--- config.mk ---
export PLATFORM = sky130hd
export DESIGN_NAME = alidl_ram
export DESIGN_NICKNAME = d
export VERILOG_FILES = /design/src/hw/rtl/alidl_ram.sv
export SDC_FILE = /design/constraint.sdc
export NUM_CORES = 2
export LEC_CHECK = 0
export BUFFER_PORTS_ARGS = -buffer_cell sky130_fd_sc_hd__buf_2
export CAP_MARGIN = 20
export CORE_MARGIN = 2
export CORE_UTILIZATION = 53
export DETAILED_ROUTE_END_ITERATION = 16
export PLACE_DENSITY = 0.73
export SYNTH_ARGS = -nofsm -noshare
export SYNTH_HDL_FRONTEND = slang
export SYNTH_SLANG_ARGS = --single-unit
--- constraint.sdc ---
create_clock -name i_clk -period 4.3 [get_ports i_clk]
set_input_delay 0.215 -clock i_clk [delete_from_list [all_inputs] [get_ports i_clk]]
set_output_delay 0.215 -clock i_clk [all_outputs]
set_load 0.05 [all_outputs]
--- src/hw/rtl/alidl_ram.sv ---
// Generic single-write, single-read RAM with registered read data
module alidl_ram #(
    parameter int WIDTH = 32,
    parameter int DEPTH = 128,
    localparam int AW = (DEPTH > 1) ? $clog2(DEPTH) : 1
) (
    input  logic             i_clk,
    input  logic             i_wr_en,
    input  logic [AW-1:0]    i_wr_addr,
    input  logic [WIDTH-1:0] i_wr_data,
    input  logic             i_rd_en,
    input  logic [AW-1:0]    i_rd_addr,
    output logic [WIDTH-1:0] o_rd_data
);

    logic [WIDTH-1:0] r_mem [DEPTH];
    logic [WIDTH-1:0] r_rd_data;

    always_ff @(posedge i_clk) begin
        if (i_wr_en) begin
            r_mem[i_wr_addr] <= i_wr_data;
        end
        if (i_rd_en) begin
            r_rd_data <= r_mem[i_rd_addr];
        end
    end

    assign o_rd_data = r_rd_data;

endmodule

==> key figures <==
Route
  – Initial DRC Count: 11162
  – First-pass iteration count of the detailed router: 6
  – Final ANT Viol Nets: 0
  – WL/cell: 36.9 um
  – Via count: ~72000
  – Residual DRC count: 0
  – Total wire length: 397000 um
  – Routed via count divided by cell count: 6.71

GRT
  – Vias in the first global route: 72417
  – GRT Overall Usage: 26.5%
  – Initial antenna violation count: 51
  – GRT overflow: 0
  – Largest net degree at the start of global routing: 94
  – First-pass GRT wire length: 555000 um

STA
  – Worst slew pin tran: 1.24 ns
  – Min Tclk post-route: 3.00 ns
  – Worst hold slack: -0.0252 ns
  – Final hold violations: 11
  – Setup tns final: 0 ns
  – Relative slew slack: 17.4%
  – Share of the clock period used by the worst path: 69.8%
  – Setup Skew: 0.0374 ns
  – RSZ-0062 raised after global routing: no
  – # setup viols final: 0
  – Pins Over Slew Limit: 0
  – FMAX: 0.333 GHz

Critical path
  – Setup crit end kind: register
  – Crit Path Category: in -> reg
  – Critical-path maximum fanout: 32
  – CP cell instances: dlygate4sd3_1 > buf_2 > nor2b_1 > nand2_1 > buf_4 > nor2_4 > buf_4
  – Worst path top cell family by delay: buffers and inverters
  – Crit-path max cell delay: roughly 0.75 ns
  – Cell mode on critical path: buf_4
  – Crit path DAT: 3.51 ns
  – Slowest cell on the critical path: nand2_1
  – Critical path buffers and inverters: 4
  – Worst setup SP type: input port
  – Required time worst endpoint: 4.81 ns

Finish
  – Final Cell Area: 177000 um2
  – Nets: 6552
  – Area grow syn2layout: 13.3%
  – Share of layout cells above drive strength 1: between 30% and 40%
  – Commonest non-fill, non-tap cell in the layout: edfxtp_1
  – Commonest cells after routing, fill and taps aside: edfxtp_1 (4128), mux4_2 (1344), clkbuf_16 (394), buf_4 (293), nor2_4 (119)

Placed design
  – Gpl congestion: between 0.8 and 0.9
  – Area after DPL: 165000 um2
  – Dpl hpwl: roughly 210000 um
  – Port bufs: 80

Clock network
  – TritonCTS clock tree: yes
  – H-Tree Depth: 5
  – CTS root buf: clkbuf_16
  – Skew-Pair Late Insertion Delay: 0.91 ns
  – Clock-pin slew on the worst setup and hold paths: 0.06 ns
  – Number of buffers created by CTS: 384
  – Clock buffer depth: 4
  – Clock Sink Count: 4128
  – Post-CTS setup buffer count: 0

Logic synthesis
  – Yosys warns: 0
  – Yosys top cell by area: edfxtp_1
  – Synthesized area per cell: between 20 and 30 um2
  – Unique masters post-synth: 16
  – Synthesized net count: 6039
  – Sequential fraction of the synthesis area: 79.2%
  – Gate Count Post-Synth: ~6000
  – Seq cells post-synth: 4128
  – Syn Std Cell Area: 157000 um2
  – Synth top area cells: edfxtp_1 (79%), mux4_2 (19%), clkbuf_1 (0.44%)
  – Post-synth top area share: 79.2%

Floorplan
  – Core area: 294000 um2
  – Die width: 548 um
  – # IOs: 81
  – Chip Height: 548 um
  – Initial core utilization: 53.3%
  – # rows: 199
  – Die area: between 200000 and 300000 um2

Run status
  – Status: finished, violations left
  – Failing checks: hold timing

Worst hold path
  – Hold Path Class: in -> reg

Pwr
  – Total power: 81.9 mW
  – Pwr/cell area: 462 nW/um2
  – Peak VDD IR: 0.340 mV
  – Leak Pwr: 54.3 nW

Job
  – Max_cap viols: 0
## what timing repair did
| action | CTS | global route |
|---|---|---|
| resized for setup | 0 | 0 |
| hold endpoints to repair | 1756 | 0 |
| hold buffers | 33 | 0 |
## where the power goes
| part | total [mW] | internal [mW] | switching, mW |
|---|---|---|---|
| Combinational | 4.38 | 1.69 | 2.69 |
| Sequential | 44.6 | 44.5 | 0.109 |
| Clock | 33.0 | 18.6 | 14.3 |
## area by class of cell
class / instances / area [um2]
Antenna cell: 35 / 87.6
Clock buffer: 469 / 10100
Clock inverter: 222 / 1870
Fill cell: 18950 / 117000
Multi-Input combinational cell: 1546 / 32300
Sequential cell: 4128 / 124000
Tap cell: 3919 / 4900
Timing Repair Buffer: 443 / 4230
## routing by layer
metal / up-vias / wire (um) / track usage, %
met4: 16 / 13500 / 8.73
li1: 27438 / - / -
met2: 4972 / 195000 / 42.7
met5: - / 200 / 0.253
met3: 675 / 45400 / 6.57
met1: 39119 / 143000 / 35.9
## kinds of logic after synthesis
kind of cell,synth area share [%]
DFF,79.2
muxes,19.6
buffers and inverters,0.837
and+or+nand+nor,0.445
## worst paths after layout
| check | start | end | slack, ns | cells past startpoint |
|---|---|---|---|---|
| worst max register to register | r_mem[68][5]$_DFFE_PP_ | o_rd_data[5]$_DFFE_PP_ | 1.49 | 4 |
| worst max-delay path | i_wr_en | r_mem[34][12]$_DFFE_PP_ | 1.30 | 7 |
| worst min-delay path | i_wr_data[21] | r_mem[113][21]$_DFFE_PP_ | -0.03 | 1 |
| worst min register to register | r_mem[45][1]$_DFFE_PP_ | o_rd_data[1]$_DFFE_PP_ | 1.21 | 4 |
## synth_stat cells (all sizes together)
cell type  number
clkbuf        182
nand2          14
buf           134
nor3            9
mux2           32
nand4           3
or3             1
nand2b          2
edfxtp       4128
nand3          12
nor2b           7
nor2          122
mux4         1344
## stage by stage
stage               util [%]  setup slack (ns)  hold slack, ns  std cells
floorplan                  -             0.846           0.314       5990
CTS                     60.3              1.46        0.000743      10727
global placement        56.1             0.615           0.738      10002
detailed placement      56.1             0.627           0.766      10003
finish                  60.4              1.30         -0.0252      10762
global route            60.3              1.37          0.0597      10748
## flip-flops by register name (all words and copies together) (netlist names)
register and flops:
o_rd_data 32, r_mem 4096
## worst register-to-register path: stages, from the launching register on
cell and delay (ns):
edfxtp_1 0.42, mux4_2 0.53, mux4_2 0.61, mux4_2 0.67, mux2_2 0.32
No activity file was read; power rests on OpenSTA's default activity.
